===== src/rtl/nrpe_pkg.sv =====
`timescale 1ns / 1ps
// ----------------------------------------------------------------------------
// nrpe_pkg
// Constants and helpers for the RMC position extractor: character codes,
// header text, comma positions of the captured fields and report codes.
// ----------------------------------------------------------------------------
package nrpe_pkg;

	localparam int MAX_CHARS = 16;
	localparam int OUT_W     = 288;

	localparam logic [7:0] LINE_FEED = 8'h0A;
	localparam logic [7:0] COMMA     = 8'h2C;
	localparam logic [7:0] STATUS_A  = 8'h41;
	localparam logic [7:0] STATUS_V  = 8'h56;

	localparam logic [2:0] HEADER_LEN = 3'd6;
	localparam logic [3:0] MIN_COMMAS = 4'd11;
	localparam logic [3:0] COMMA_MAX  = 4'd15;

	localparam logic [3:0] FLD_STATUS = 4'd2;
	localparam logic [3:0] FLD_LAT    = 4'd3;
	localparam logic [3:0] FLD_NS     = 4'd4;
	localparam logic [3:0] FLD_LON    = 4'd5;
	localparam logic [3:0] FLD_EW     = 4'd6;

	localparam logic [2:0] RPT_OTHER     = 3'd0;
	localparam logic [2:0] RPT_FIX       = 3'd1;
	localparam logic [2:0] RPT_VOID      = 3'd2;
	localparam logic [2:0] RPT_UNKNOWN   = 3'd3;
	localparam logic [2:0] RPT_MALFORMED = 3'd4;

	function automatic logic [7:0] header_char(input logic [2:0] pos);
		logic [7:0] ch;
		unique case (pos)
			3'd0: ch = 8'h24;
			3'd1: ch = 8'h47;
			3'd2: ch = 8'h50;
			3'd3: ch = 8'h52;
			3'd4: ch = 8'h4D;
			3'd5: ch = 8'h43;
			default: ch = 8'h00;
		endcase
		return ch;
	endfunction

endpackage


===== src/rtl/nmea_rmc_position_extractor.sv =====
`timescale 1ns / 1ps
// ----------------------------------------------------------------------------
// nmea_rmc_position_extractor
// Parses $GPRMC lines from a byte stream and keeps the last valid position.
// ----------------------------------------------------------------------------
// The slave channel takes one received byte per word. Every line feed yields
// one report word on the master channel; other bytes yield none. A report
// carries the line's status code, the fix flag and the stored latitude and
// longitude text with their lengths and hemisphere letters.
// A byte is registered on acceptance and processed from the input register,
// and the report word for a line feed is registered when it is processed.
// One byte is accepted every cycle while no line feed is held back; the line
// state and the stored position are updated by logic behind the input register.
// While a report waits for the receiver, ordinary bytes keep flowing; a
// further line feed is held in the input register until the report is taken.
// Reset clears the line state, the stored lengths, the letters and the fix
// flag, so the first report before any fix shows empty fields.
// ----------------------------------------------------------------------------
module nmea_rmc_position_extractor #(
	parameter int FIELD_CHARS = 16
) (
	input  logic                       clk,
	input  logic                       arst_n,
	input  logic                       s_axis_tvalid,
	output logic                       s_axis_tready,
	// Fields: rx_byte.
	input  logic [7:0]                 s_axis_tdata,
	output logic                       m_axis_tvalid,
	input  logic                       m_axis_tready,
	// Fields: line_status, fix_valid, lat_high_chars, lat_low_chars, lat_length,
	// lat_hemisphere, lon_high_chars, lon_low_chars, lon_length, lon_hemisphere,
	// padding.
	output logic [nrpe_pkg::OUT_W-1:0] m_axis_tdata
);
	import nrpe_pkg::*;

	localparam int         IDX_W   = (FIELD_CHARS > 1) ? $clog2(FIELD_CHARS) : 1;
	localparam logic [4:0] LEN_CAP = 5'(FIELD_CHARS);

	logic       valid_s1;
	logic [7:0] byte_s1;

	logic [2:0] hdr_pos_q;
	logic       hdr_miss_q;
	logic [3:0] comma_cnt_q;
	logic [7:0] stat_letter_q;
	logic [7:0] line_lat_q [FIELD_CHARS];
	logic [7:0] line_lon_q [FIELD_CHARS];
	logic [4:0] line_lat_len_q;
	logic [4:0] line_lon_len_q;
	logic [7:0] line_ns_q;
	logic [7:0] line_ew_q;

	logic [7:0] kept_lat_q [FIELD_CHARS];
	logic [7:0] kept_lon_q [FIELD_CHARS];
	logic [4:0] kept_lat_len_q;
	logic [4:0] kept_lon_len_q;
	logic [7:0] kept_ns_q;
	logic [7:0] kept_ew_q;
	logic       fix_valid_q;

	logic [2:0] status_q;
	logic       out_valid_q;

	logic       is_lf;
	logic       step;
	logic       hdr_done;
	logic       field_byte;
	logic       commit;
	logic [2:0] line_code;
	logic       take_lat;
	logic       take_lon;

	logic [127:0] lat_chars;
	logic [127:0] lon_chars;

	assign is_lf         = (byte_s1 == LINE_FEED);
	assign step          = valid_s1 && (!is_lf || !out_valid_q || m_axis_tready);
	assign s_axis_tready = !valid_s1 || step;
	assign hdr_done      = (hdr_pos_q == HEADER_LEN);
	assign field_byte    = step && !is_lf && hdr_done && (byte_s1 != COMMA);
	assign commit        = step && is_lf;
	assign take_lat      = field_byte && (comma_cnt_q == FLD_LAT) && (line_lat_len_q < LEN_CAP);
	assign take_lon      = field_byte && (comma_cnt_q == FLD_LON) && (line_lon_len_q < LEN_CAP);

	always_comb begin
		priority if (!hdr_done || hdr_miss_q) begin
			line_code = RPT_OTHER;
		end else if (comma_cnt_q < MIN_COMMAS) begin
			line_code = RPT_MALFORMED;
		end else if (stat_letter_q == STATUS_A) begin
			line_code = RPT_FIX;
		end else if (stat_letter_q == STATUS_V) begin
			line_code = RPT_VOID;
		end else begin
			line_code = RPT_UNKNOWN;
		end
	end

	always_ff @(posedge clk or negedge arst_n) begin
		if (!arst_n) begin
			valid_s1 <= 1'b0;
		end else if (s_axis_tready) begin
			valid_s1 <= s_axis_tvalid;
		end
	end

	always_ff @(posedge clk) begin
		if (s_axis_tready && s_axis_tvalid) begin
			byte_s1 <= s_axis_tdata;
		end
	end

	always_ff @(posedge clk or negedge arst_n) begin
		if (!arst_n) begin
			hdr_pos_q      <= '0;
			hdr_miss_q     <= 1'b0;
			comma_cnt_q    <= '0;
			stat_letter_q  <= '0;
			line_lat_len_q <= '0;
			line_lon_len_q <= '0;
			line_ns_q      <= '0;
			line_ew_q      <= '0;
		end else if (commit) begin
			hdr_pos_q      <= '0;
			hdr_miss_q     <= 1'b0;
			comma_cnt_q    <= '0;
			stat_letter_q  <= '0;
			line_lat_len_q <= '0;
			line_lon_len_q <= '0;
			line_ns_q      <= '0;
			line_ew_q      <= '0;
		end else if (step) begin
			if (!hdr_done) begin
				if (byte_s1 != header_char(hdr_pos_q)) begin
					hdr_miss_q <= 1'b1;
				end
				hdr_pos_q <= hdr_pos_q + 3'd1;
			end else if (byte_s1 == COMMA) begin
				if (comma_cnt_q != COMMA_MAX) begin
					comma_cnt_q <= comma_cnt_q + 4'd1;
				end
			end
			if (field_byte && comma_cnt_q == FLD_STATUS && stat_letter_q == 8'h00) begin
				stat_letter_q <= byte_s1;
			end
			if (field_byte && comma_cnt_q == FLD_NS && line_ns_q == 8'h00) begin
				line_ns_q <= byte_s1;
			end
			if (field_byte && comma_cnt_q == FLD_EW && line_ew_q == 8'h00) begin
				line_ew_q <= byte_s1;
			end
			if (take_lat) begin
				line_lat_len_q <= line_lat_len_q + 5'd1;
			end
			if (take_lon) begin
				line_lon_len_q <= line_lon_len_q + 5'd1;
			end
		end
	end

	always_ff @(posedge clk) begin
		if (take_lat) begin
			line_lat_q[line_lat_len_q[IDX_W-1:0]] <= byte_s1;
		end
		if (take_lon) begin
			line_lon_q[line_lon_len_q[IDX_W-1:0]] <= byte_s1;
		end
		if (commit && line_code == RPT_FIX) begin
			kept_lat_q <= line_lat_q;
			kept_lon_q <= line_lon_q;
		end
	end

	always_ff @(posedge clk or negedge arst_n) begin
		if (!arst_n) begin
			kept_lat_len_q <= '0;
			kept_lon_len_q <= '0;
			kept_ns_q      <= '0;
			kept_ew_q      <= '0;
			fix_valid_q    <= 1'b0;
			status_q       <= RPT_OTHER;
			out_valid_q    <= 1'b0;
		end else begin
			if (commit) begin
				status_q    <= line_code;
				out_valid_q <= 1'b1;
				if (line_code == RPT_FIX) begin
					kept_lat_len_q <= line_lat_len_q;
					kept_lon_len_q <= line_lon_len_q;
					kept_ns_q      <= line_ns_q;
					kept_ew_q      <= line_ew_q;
					fix_valid_q    <= 1'b1;
				end else if (line_code == RPT_VOID) begin
					fix_valid_q <= 1'b0;
				end
			end else if (m_axis_tready) begin
				out_valid_q <= 1'b0;
			end
		end
	end

	for (genvar g = 0; g < MAX_CHARS; g++) begin : g_chars
		if (g < FIELD_CHARS) begin : g_kept
			assign lat_chars[127-8*g -: 8] =
				(5'(g) < kept_lat_len_q) ? kept_lat_q[g] : 8'h00;
			assign lon_chars[127-8*g -: 8] =
				(5'(g) < kept_lon_len_q) ? kept_lon_q[g] : 8'h00;
		end else begin : g_none
			assign lat_chars[127-8*g -: 8] = 8'h00;
			assign lon_chars[127-8*g -: 8] = 8'h00;
		end
	end

	assign m_axis_tvalid = out_valid_q;
	assign m_axis_tdata  = {2'b00, kept_ew_q, kept_lon_len_q, lon_chars[63:0], lon_chars[127:64],
		kept_ns_q, kept_lat_len_q, lat_chars[63:0], lat_chars[127:64], fix_valid_q, status_q};

endmodule


===== config.mk =====
export PLATFORM = sky130hd
export DESIGN_NAME = nmea_rmc_position_extractor
export DESIGN_NICKNAME = d
export VERILOG_FILES = /design/src/rtl/nrpe_pkg.sv /design/src/rtl/nmea_rmc_position_extractor.sv
export SDC_FILE = /design/constraint.sdc
export NUM_CORES = 1
export LEC_CHECK = 0
export ABC_AREA = 1
export BUFFER_PORTS_ARGS = -buffer_cell sky130_fd_sc_hd__buf_2
export CAP_MARGIN = 15
export CORE_UTILIZATION = 30
export CTS_CLUSTER_SIZE = 24
export DETAILED_ROUTE_END_ITERATION = 12
export PLACE_DENSITY = 0.56
export SKIP_CTS_REPAIR_TIMING = 1
export SLEW_MARGIN = 20
export SYNTH_ARGS = -nofsm -noshare
export SYNTH_HDL_FRONTEND = slang
export SYNTH_SLANG_ARGS = --single-unit

===== constraint.sdc =====
create_clock -name clk -period 20.5 [get_ports clk]
set_clock_uncertainty 0.2 [all_clocks]
set_input_delay 5.125 -clock clk [delete_from_list [all_inputs] [get_ports clk]]
set_output_delay 5.125 -clock clk [all_outputs]
set_load 0.1 [all_outputs]

After elaboration in Yosys (flattened, before gate mapping)
Cells that the tools add are included.
Word-level totals
  register bits after elaboration: 594
  word-level logic and storage cells: 277
  output and inout port bits: 290
  input port bits: 12
Operators by class
  equality and inequality tests: 21
  add/sub/neg operators: 4
  bitwise logic cells: 2
  order comparisons: 39
  reduce and logical (&&, ||, !) cells: 53
  mux-type cells: 77
Operator list (count)
  two-way mux 8 bit: 46
  bitwise mux 128 bit: 2
  < comparator 4 x 5 -> 1 bit (first input constant): 16
  demux 8 bit (select 4 bit): 2
  one-hot mux 7 bit (6 select lines): 1
  < comparator 3 x 5 -> 1 bit (first input constant): 8
  two-way mux 5 bit: 6
  zero test 8 bit: 3
  nonzero test 2 bit: 12
  < comparator 1 x 5 -> 1 bit (first input constant): 4
  < comparator 2 x 5 -> 1 bit (first input constant): 4
  two-way mux 4 bit: 5
  logical AND 1 bit: 19
  == test 8 x 7 -> 1 bit (second input constant): 2
  AND reduction 2 bit: 8
  two-way mux 3 bit: 5
  == test 4 x 3 -> 1 bit (second input constant): 3
  adder 5 x 1 -> 5 bit (second input constant): 2
  greater-or-equal comparator 5 bit (second input constant): 2
  < comparator 5 x 1 -> 1 bit (second input constant): 2
  < comparator 5 bit (second input constant): 2
  inverter 4 -> 5 bit: 2
  == test 3 x 2 -> 1 bit (second input constant): 3
  == test 3 bit (second input constant): 3
  other kinds (18): 34

Logic depth before layout (Yosys ltp)
Gate-level depths: netlist of run 1.
  word-level depth: 13
  mapped depth: 12
  mapped depth without buffers: 12

Worst setup path after synthesis of run 1
OpenSTA, ideal clock, no wires.
  path type: input to register
  start point: in m_axis_tready
  end point: reg kept_lat_q[0] (netlist name), enable pin
  stages: 6
  path slack: -3.605 ns
  arrival: 22.717 ns
  buffers on the path: 0
  required time: 19.112 ns
  setup time: 1.188 ns
  path through: nor2_1 -> nand3_1 -> nand2_1 -> inv_1 -> nand3_1 -> nor3_1
Between the ends
  longest elaborated chain between the ends: 4
Ends and longest elaborated chain
  start, declared: RTL line nmea_rmc_position_extractor.sv:29  | input logic m_axis_tready,
  logical OR 1 bit: RTL line nmea_rmc_position_extractor.sv:78  | assign step = valid_s1 && (!is_lf || !out_valid_q || m_axis_tready);
  logical AND 1 bit: RTL line nmea_rmc_position_extractor.sv:78
  logical AND 1 bit: RTL line nmea_rmc_position_extractor.sv:82  | assign commit = step && is_lf;
  logical AND 1 bit: RTL line nmea_rmc_position_extractor.sv:169  | if (commit && line_code == RPT_FIX) begin
  end signal, assigned: RTL line nmea_rmc_position_extractor.sv:170  | kept_lat_q <= line_lat_q;
  end, declared: RTL line nmea_rmc_position_extractor.sv:54  | logic [7:0] kept_lat_q [FIELD_CHARS];
Every way passes these cells.
A chain may end at the register's enable or synchronous reset.

Final worst setup path of run 1
  start point: in m_axis_tready
  end point: out s_axis_tready
Between the ends
  longest elaborated chain between the ends: 3
Ends and longest elaborated chain
  logical OR 1 bit: RTL line nmea_rmc_position_extractor.sv:78
  logical AND 1 bit: RTL line nmea_rmc_position_extractor.sv:78
  logical OR 1 bit: RTL line nmea_rmc_position_extractor.sv:79  | assign s_axis_tready = !valid_s1 || step;
  end, declared: RTL line nmea_rmc_position_extractor.sv:25  | output logic s_axis_tready,
Every way passes these cells.

==> run summary, run 1 <==
PWR
----------------------------------------------------------------------------------
PD cells ............................................................ 96.4 nW/um^2
Internal power ......................................................    0.00205 W
Switching pwr .......................................................   0.000540 W
Share of total power consumed by net switching ......................        20.8%
Share of power burned in combinational logic ........................         3.2%
Clock network fraction of total power ...............................        45.6%
Design Power ........................................................    0.00259 W
Worst ir drop on vdd ................................................  0.0000624 V
Portion of total power attributed to sequential cells ...............        51.2%
Static leakage ......................................................      11.2 nW

CLOCKING
----------------------------------------------------------------------------------
Clock-pin slew on the worst setup and hold paths ....................      0.06 ns
H-Tree Depth ........................................................            2
Total clock sinks ...................................................          594
Clock buffer count from CTS .........................................           61
Latest clock arrival within the worst-skew pair .....................      0.61 ns
CTS max path bufs ...................................................            3
TritonCTS clock tree ................................................        built
Master cell of the clock root buffer ................................    clkbuf_16

CRITICAL PATH
----------------------------------------------------------------------------------
Worst r2r src ....................................................... byte_s1[5]$_DFFE_PP_
Type of the setup path with the least slack .........................    in -> out
Largest fanout on the critical path .................................            3
Worst setup SP type ................................................. primary input
Register-to-register setup slack ....................................     16.43 ns
Source of the critical timing path .................................. m_axis_tready
CP required .........................................................     15.18 ns
Arrival time at the worst endpoint ..................................      5.92 ns
Critical Path End Type .............................................. primary output

ROUTING
----------------------------------------------------------------------------------
DRC marker count from the first detailed-route iteration ............          782
Remaining number of nets flagged by the antenna check after routing .            0
Final Routed Wirelength .............................................      51.7 mm
Metal-1 WL ..........................................................      22.3 mm
Top routing layer used ..............................................         met4
Detailed-route DRC error count ......................................            0
Mean routed wirelength per cell ..................................... 17.3 microns
Average vias per placed instance ....................................         4.26
Number of detailed-routing iterations run before antenna repair .....            5
DR WL met2 ..........................................................      26.0 mm
Total via count after detailed routing ..............................        12700
Routed length on met3 ...............................................      2.08 mm

LOGIC SYNTHESIS
----------------------------------------------------------------------------------
Main synth FF type ..................................................     edfxtp_1
Synth area leaders .................................................. edfxtp_1 71%, dfrtp_1 8.4%, inv_1 5.6%
Number of storage elements in the synthesis netlist .................          594
Cell with the most instances after synthesis ........................     edfxtp_1
Multiplexer share of the synthesized area ...........................           0%
Simple-Gate Fraction of Synth Area ..................................        11.0%
Top cells by instance count after synthesis ......................... 520 x edfxtp_1, 329 x inv_1, 261 x nor2_1
Synth Area in XOR/XNOR ..............................................       0.279%
Post-Syn Instances ..................................................         1633
Count of different cell masters after synthesis .....................           32
Share of the synthesized area in compound gates (AO/OA/AOI/OAI) .....        1.79%
Portion of synthesized cell area occupied by the leading cell type ..        71.1%
Avg Synthesized Cell Area ...........................................   13.5 sq um
Share of flip-flops with an asynchronous set or reset ...............        12.5%
Adder-Cell Fraction of Synth Area ...................................       0.968%
Main combinational cell family by area after synthesis .............. simple AND/OR/NAND/NOR gates
Proportion of synthesized chip area in sequential cells .............        79.5%
Syn Std Cell Area ...................................................  22000 sq um
Biggest area consumer among synthesized cells .......................     edfxtp_1
Yosys warning total .................................................            0
Number of flops mapped to enable cells by yosys .....................          520

HOLD PATH
----------------------------------------------------------------------------------
Class of the worst hold path ........................................   reg -> reg
Launch instance of the worst min-delay path ......................... line_lon_q[101]$_DFFE_PP_

FINAL LAYOUT
----------------------------------------------------------------------------------
P&R area growth vs syn ..............................................        22.4%
Number of antenna diodes ............................................            0
Layout cell share with drive strength beyond 1 ......................        22.4%
Count of fill cells added during filler insertion ...................         6878
Total Nets Final ....................................................         2019

GRT
----------------------------------------------------------------------------------
Maximum number of pins on one net before global-route repair ........          145
Number of global-route vias before repair ...........................        12900
Total global-route track usage ......................................        13.7%
GRT Residual Overflow ...............................................            0
Antenna violations before repair ....................................            0
Wire length of the first global-routing pass ........................      76.8 mm

FLOORPLANNING
----------------------------------------------------------------------------------
Core region area ....................................................  72000 sq um
Total die area ......................................................  74300 sq um
I/O Pins ............................................................          302
Height of the die ...................................................  273 microns
Site Rows ...........................................................           98
Starting density of the core ........................................        30.5%
Die width ...........................................................  273 microns

TIMING
----------------------------------------------------------------------------------
Post-route minimum period ...........................................     11.24 ns
Slew at the pin closest to its max-slew limit .......................      1.08 ns
Max-Slew Margin vs Limit ............................................        27.4%
Total of endpoints with negative setup slack in the final report ....            0
Final Hold Fails ....................................................            0
Worst hold margin ...................................................     0.206 ns
Setup total negative slack ..........................................         0 ns
Final Slew Violations ...............................................            0
Setup repair after global routing missed its margin .................        false
Ratio of final minimum period to clock period .......................        54.8%
Highest attainable clock frequency ..................................   0.0889 GHz

PLACE
----------------------------------------------------------------------------------
Global placement routability congestion .............................        0.787
Buffers added on ports ..............................................          299
Hpwl dp .............................................................      33.0 mm

RUN STATUS
----------------------------------------------------------------------------------
Status ..............................................................    completed

FLOW RUN
----------------------------------------------------------------------------------
Max-Cap Viols .......................................................            0

power by group through the flow:
stage | combinational, W | sequential (W) | clock (W)
floorplan | 0.0000441 | 0.00136 | 0
global placement | 0.0000820 | 0.00135 | 0
detailed placement | 0.0000857 | 0.00135 | 0
CTS | 0.0000858 | 0.00133 | 0.00121
global route | 0.0000943 | 0.00133 | 0.00126
finish | 0.0000839 | 0.00133 | 0.00118
metrics by stage:
stage	util (%)	instance area, sq um	setup WS, ns	std cells
final	37.4	26900	9.26	2991
after global routing	37.4	26900	9.22	2991
after CTS	37.3	26900	9.26	2991
after detailed placement	34.3	24700	9.26	2877
after global placement	34.3	24700	9.27	2877
after floorplan	-	22000	4.26	1634
area by class of cell:
type                    instances  area, sq um  area share, %
flip-flops and latches        594        17500           64.9
multi-input cells             679         3150           11.7
repair buffers                322         1690           6.27
clock buffers                  66         1590           5.90
inverters                     332         1250           4.63
well taps                     950         1190           4.42
clock inverters                48          578           2.15
critical path: stages:
cell and delay (ns):
buf_2 0.10, nor2_1 0.20, nand3_1 0.16, buf_2 0.33
cell usage in the layout (no fill, tap or decap), drive strengths merged:
cell	Yosys	routed
nand3	58	58
buf	24	322
nor3	27	27
nor3b	4	4
clkinvlp	0	7
a21oi	3	3
nor2	271	271
edfxtp	520	520
bufinv	0	12
inv	332	338
nand4	9	9
ha	17	17
or3	2	2
dfrtp	74	74
o21ai	67	67
nand2	205	205
xor2	6	6
clkbuf	5	66
clkinv	0	23
o22ai	2	2
conb	1	2
o31ai	4	4
xnor2	1	1
nor4	1	1
layer usage:
layer	track usage [%]	vias to the layer above
li1	-	6064
met1	17.5	6311
met2	23.6	288
met3	2.43	83
met4	4.52	0
met5	0	-
kinds of logic (layout without fill, tap and decap cells):
| group | after synthesis | count (layout) |
|---|---|---|
| adders and majority gates | 17 | 17 |
| xor gates and xnor gates | 7 | 7 |
| AOI/OAI and AO/OA | 76 | 76 |
| and+or+nand+nor | 577 | 577 |
| DFF | 594 | 594 |
| other | 1 | 2 |
| buffers and inverters | 361 | 768 |
state kept, by name, indices dropped and copies added, names as in the netlist, 8 cells and up:
name,cells
kept_lon_q,128
line_ew_q,8
line_lat_q,128
byte_s1,8
kept_lat_q,128
stat_letter_q,8
line_lon_q,128
kept_ns_q,8
kept_ew_q,8
line_ns_q,8
path summary, 6_finish.rpt:
kind / cells past startpoint / end
max: 4 / s_axis_tready
min: 0 / kept_lon_q[101]$_DFFE_PP_
max reg2reg: 11 / kept_lon_q[120]$_DFFE_PP_
min reg2reg: 0 / kept_lon_q[101]$_DFFE_PP_
max in group asynchronous: 1 / kept_ew_q[3]$_DFFE_PN0P_
min in group asynchronous: 1 / valid_s1$_DFFE_PN0N_
No activity file was read; power rests on OpenSTA's default activity.
==> run 2, diff against run 1 <==
ABC_AREA = 0   (was 1)
PLACE_DENSITY = 0.54   (was 0.56)
clock period = 10.4 ns   (was 20.5 ns; I/O delays follow)
==> run 2 against run 1 <==
Net effect:
- cell count decreased by 15%
- non-clock buffer count decreased by 2
- combinational power increased by 82%
- sequential cell count unchanged
- hold slack got worse by 0.0086 ns
- worst setup slack got worse by 5.3 ns
- sequential power increased by 96%
- register-to-register slack got worse by 11 ns
- cell area decreased by 2.6%
- critical path depth increased by 1
- synthesized cell count decreased by 27%
- global-route usage increased by 0.20 points
- critical path type unchanged
- largest cell class unchanged
==> run summary, run 2 <==
CRITICAL PATH
----------------------------------------------------------------------------------
Family with the most delay on the worst path ........................ simple AND/OR/NAND/NOR gates
Worst-path cell with the longest stage delay ........................       nor3_1
Largest fanout on the critical path .................................            6   +3
Register-to-register setup slack ....................................      5.89 ns   -10.54 ns
Worst path most repeated cell .......................................        buf_2
Worst setup SP type ................................................. primary input
Type of the setup path with the least slack .........................    in -> out
Critical Path End Type .............................................. primary output
CP required .........................................................      7.60 ns   -7.58 ns
Arrival time at the worst endpoint ..................................      3.68 ns   -2.24 ns
Delay of the slowest cell on the worst path .........................      0.36 ns   +0.03 ns
Crit path buffers/inverters .........................................            3   +1
Ordered cell list for the critical path ............................. buf_2 > nand2b_1 > nor3_1 > inv_1 > buf_2

GRT
----------------------------------------------------------------------------------
GRT Residual Overflow ...............................................            0   unchanged
Maximum number of pins on one net before global-route repair ........          145   unchanged
Total global-route track usage ......................................        13.9%   +0.20 points
Number of global-route vias before repair ...........................        11200   -13%
Antenna violations before repair ....................................            4   +4
Wire length of the first global-routing pass ........................      74.3 mm   -3.3%

FLOORPLANNING
----------------------------------------------------------------------------------
Site Rows ...........................................................           97   -1.0%
Height of the die ...................................................  269 microns   -1.3%
Core region area ....................................................  70300 sq um   -2.4%
Die width ...........................................................  269 microns   -1.3%
Total die area ......................................................  72400 sq um   -2.6%
I/O Pins ............................................................          302   unchanged
Starting density of the core ........................................        30.5%   -0.076 points

TIMING
----------------------------------------------------------------------------------
Slew at the pin closest to its max-slew limit .......................      1.03 ns   -0.0544 ns
Ratio of final minimum period to clock period .......................        62.3%
Total of endpoints with negative setup slack in the final report ....            0   unchanged
Post-route minimum period ...........................................      6.48 ns
Highest attainable clock frequency ..................................    0.154 GHz
Setup total negative slack ..........................................         0 ns   unchanged
Setup repair after global routing missed its margin .................        false
Final Slew Violations ...............................................            0   unchanged
Final Hold Fails ....................................................            0   unchanged
Max-Slew Margin vs Limit ............................................        31.1%   +3.7 points

LOGIC SYNTHESIS
----------------------------------------------------------------------------------
Number of storage elements in the synthesis netlist .................          594   unchanged
Portion of synthesized cell area occupied by the leading cell type ..        73.0%   +1.9 points
Cell with the most instances after synthesis ........................     edfxtp_1
Syn Std Cell Area ...................................................  21400 sq um   -2.6%
Top cells by instance count after synthesis ......................... 520 x edfxtp_1, 190 x nor2b_1, 88 x and2_1
Share of flip-flops with an asynchronous set or reset ...............        12.5%   unchanged
Yosys warning total .................................................            0   unchanged
Number of flops mapped to enable cells by yosys .....................          520   unchanged
Count of different cell masters after synthesis .....................           57   +78%
Post-Syn Instances ..................................................         1187   -27%
Synth area leaders .................................................. edfxtp_1 73%, dfrtp_1 8.7%, nor2b_1 5.6%
Biggest area consumer among synthesized cells .......................     edfxtp_1
Proportion of synthesized chip area in sequential cells .............        81.6%   +2.1 points
Main synth FF type ..................................................     edfxtp_1
Avg Synthesized Cell Area ...........................................   18.0 sq um   +34%

PLACE
----------------------------------------------------------------------------------
Hpwl dp .............................................................      31.4 mm   -4.8%
Global placement routability congestion .............................        0.763   -3.1%
Buffers added on ports ..............................................          299   unchanged

PWR
----------------------------------------------------------------------------------
Worst ir drop on vdd ................................................  0.0000955 V   +53%
Portion of total power attributed to sequential cells ...............        52.7%   +1.5 points
Static leakage ......................................................      9.85 nW   -12%
Share of power burned in combinational logic ........................         3.1%   about the same
Clock network fraction of total power ...............................        44.2%   -1.4 points
Internal power ......................................................    0.00390 W   +90%
Switching pwr .......................................................    0.00104 W   +93%
PD cells ............................................................  189 nW/um^2   +96%
Share of total power consumed by net switching ......................        21.1%   +0.28 points

ROUTING
----------------------------------------------------------------------------------
Final Routed Wirelength .............................................      50.9 mm   -1.6%
Mean routed wirelength per cell ..................................... 20.1 microns   +16%
Detailed-route DRC error count ......................................            0   unchanged
Remaining number of nets flagged by the antenna check after routing .            0   unchanged
Total via count after detailed routing ..............................        11100   -13%
Average vias per placed instance ....................................         4.39   +2.9%
DRC marker count from the first detailed-route iteration ............          823   +5.2%
Number of detailed-routing iterations run before antenna repair .....            5   unchanged

CLOCKING
----------------------------------------------------------------------------------
Master cell of the clock root buffer ................................    clkbuf_16
Total clock sinks ...................................................          594   unchanged
Clock-pin slew on the worst setup and hold paths ....................      0.06 ns   about the same
TritonCTS clock tree ................................................        built
H-Tree Depth ........................................................            3   +1
Clock buffer count from CTS .........................................           66   +8.2%
CTS max path bufs ...................................................            3   unchanged
Latest clock arrival within the worst-skew pair .....................      0.60 ns   about the same

FINAL LAYOUT
----------------------------------------------------------------------------------
Layout cell share with drive strength beyond 1 ......................        28.3%   +5.9 points
Most frequent cells in the layout ................................... 520 x edfxtp_1, 298 x buf_2, 190 x nor2b_1, 88 x and2_1, 74 x dfrtp_1
P&R area growth vs syn ..............................................        22.5%   about the same
Area used by sequential logic in the layout .........................  17500 sq um   unchanged
Count of fill cells added during filler insertion ...................         6557   -4.7%
Most common library cell in the layout ignoring fill and taps .......     edfxtp_1
Area taken by multi-input logic gates ...............................   3790 sq um   +20%
Utilization after layout ............................................        37.3%   -0.070 points
Total Nets Final ....................................................         1578   -22%

HOLD PATH
----------------------------------------------------------------------------------
Class of the worst hold path ........................................   reg -> reg

FLOW RUN
----------------------------------------------------------------------------------
Max-Cap Viols .......................................................            0   unchanged

RUN STATUS
----------------------------------------------------------------------------------
Status ..............................................................    completed

run 2: power by group through the flow:
stage	clock, W	sequential [W]	combinational, W
after floorplan	0	0.00266	0.0000848
after global placement	0	0.00266	0.000151
after detailed placement	0	0.00266	0.000156
after CTS	0.00225	0.00261	0.000156
after global routing	0.00234	0.00261	0.000170
final	0.00219	0.00261	0.000153
run 2: worst reg2reg max path: cells and delay by family (launching register included):
family / cells / cell delay (ns)
buffers and inverters: 4 / 2.06
and+or+nand+nor: 5 / 1.43
DFF: 1 / 0.32
run 2: final timing paths:
path                                           from                            end  cells past startpoint
min                        line_lat_q[57]$_DFFE_PP_       kept_lat_q[57]$_DFFE_PP_                      0
min in group asynchronous                    arst_n      m_axis_tvalid$_DFFE_PN0P_                      1
min reg2reg                line_lat_q[57]$_DFFE_PP_       kept_lat_q[57]$_DFFE_PP_                      0
max                                   m_axis_tready                  s_axis_tready                      5
max reg2reg                    byte_s1[3]$_DFFE_PP_       kept_lon_q[78]$_DFFE_PP_                      9
max in group asynchronous                    arst_n  kept_lon_len_q[2]$_DFFE_PN0P_                      1
run 2: final cells by class:
| class | instances | area share [%] |
|---|---|---|
| diodes | 3 | 0.0286 |
| flip-flops and latches | 594 | 66.6 |
| repair buffers | 320 | 6.38 |
| clock buffers | 76 | 6.52 |
| well taps | 940 | 4.49 |
| clock inverters | 39 | 1.23 |
| multi-input cells | 548 | 14.5 |
| inverters | 19 | 0.272 |
run 2: logic make-up after synthesis:
logic type / count (synthesis) / share of synthesized area [%]
adders and majority gates: 17 / 0.994
DFF: 594 / 81.6
other: 1 / 0.0175
AOI/OAI and AO/OA: 74 / 2.47
muxes: 30 / 1.74
and+or+nand+nor: 417 / 11.8
xor gates and xnor gates: 8 / 0.327
buffers and inverters: 46 / 1.02
run 2: metrics by stage:
| step | instances | area (sq um) | hold WS, ns | total power [W] | setup slack (ns) |
|---|---|---|---|---|---|
| 2_1_floorplan | 1188 | 21400 | 0.200 | 0.00275 | 2.40 |
| 3_3_place_gp | 2421 | 24100 | 0.200 | 0.00281 | 3.93 |
| 3_5_place_dp | 2421 | 24100 | 0.205 | 0.00281 | 3.87 |
| 4_1_cts | 2536 | 26200 | 0.198 | 0.00501 | 3.87 |
| 5_1_grt | 2538 | 26200 | 0.209 | 0.00512 | 3.76 |
| 6_report | 2539 | 26200 | 0.197 | 0.00495 | 3.92 |
run 2: layer usage:
layer / wire length (microns) / global-route usage, % / vias up
li1: - / - / 5111
met1: 22200 / 17.9 / 5644
met2: 25100 / 23.2 / 293
met3: 2130 / 2.48 / 86
met4: 1510 / 5.82 / 0
met5: 0 / 0 / -
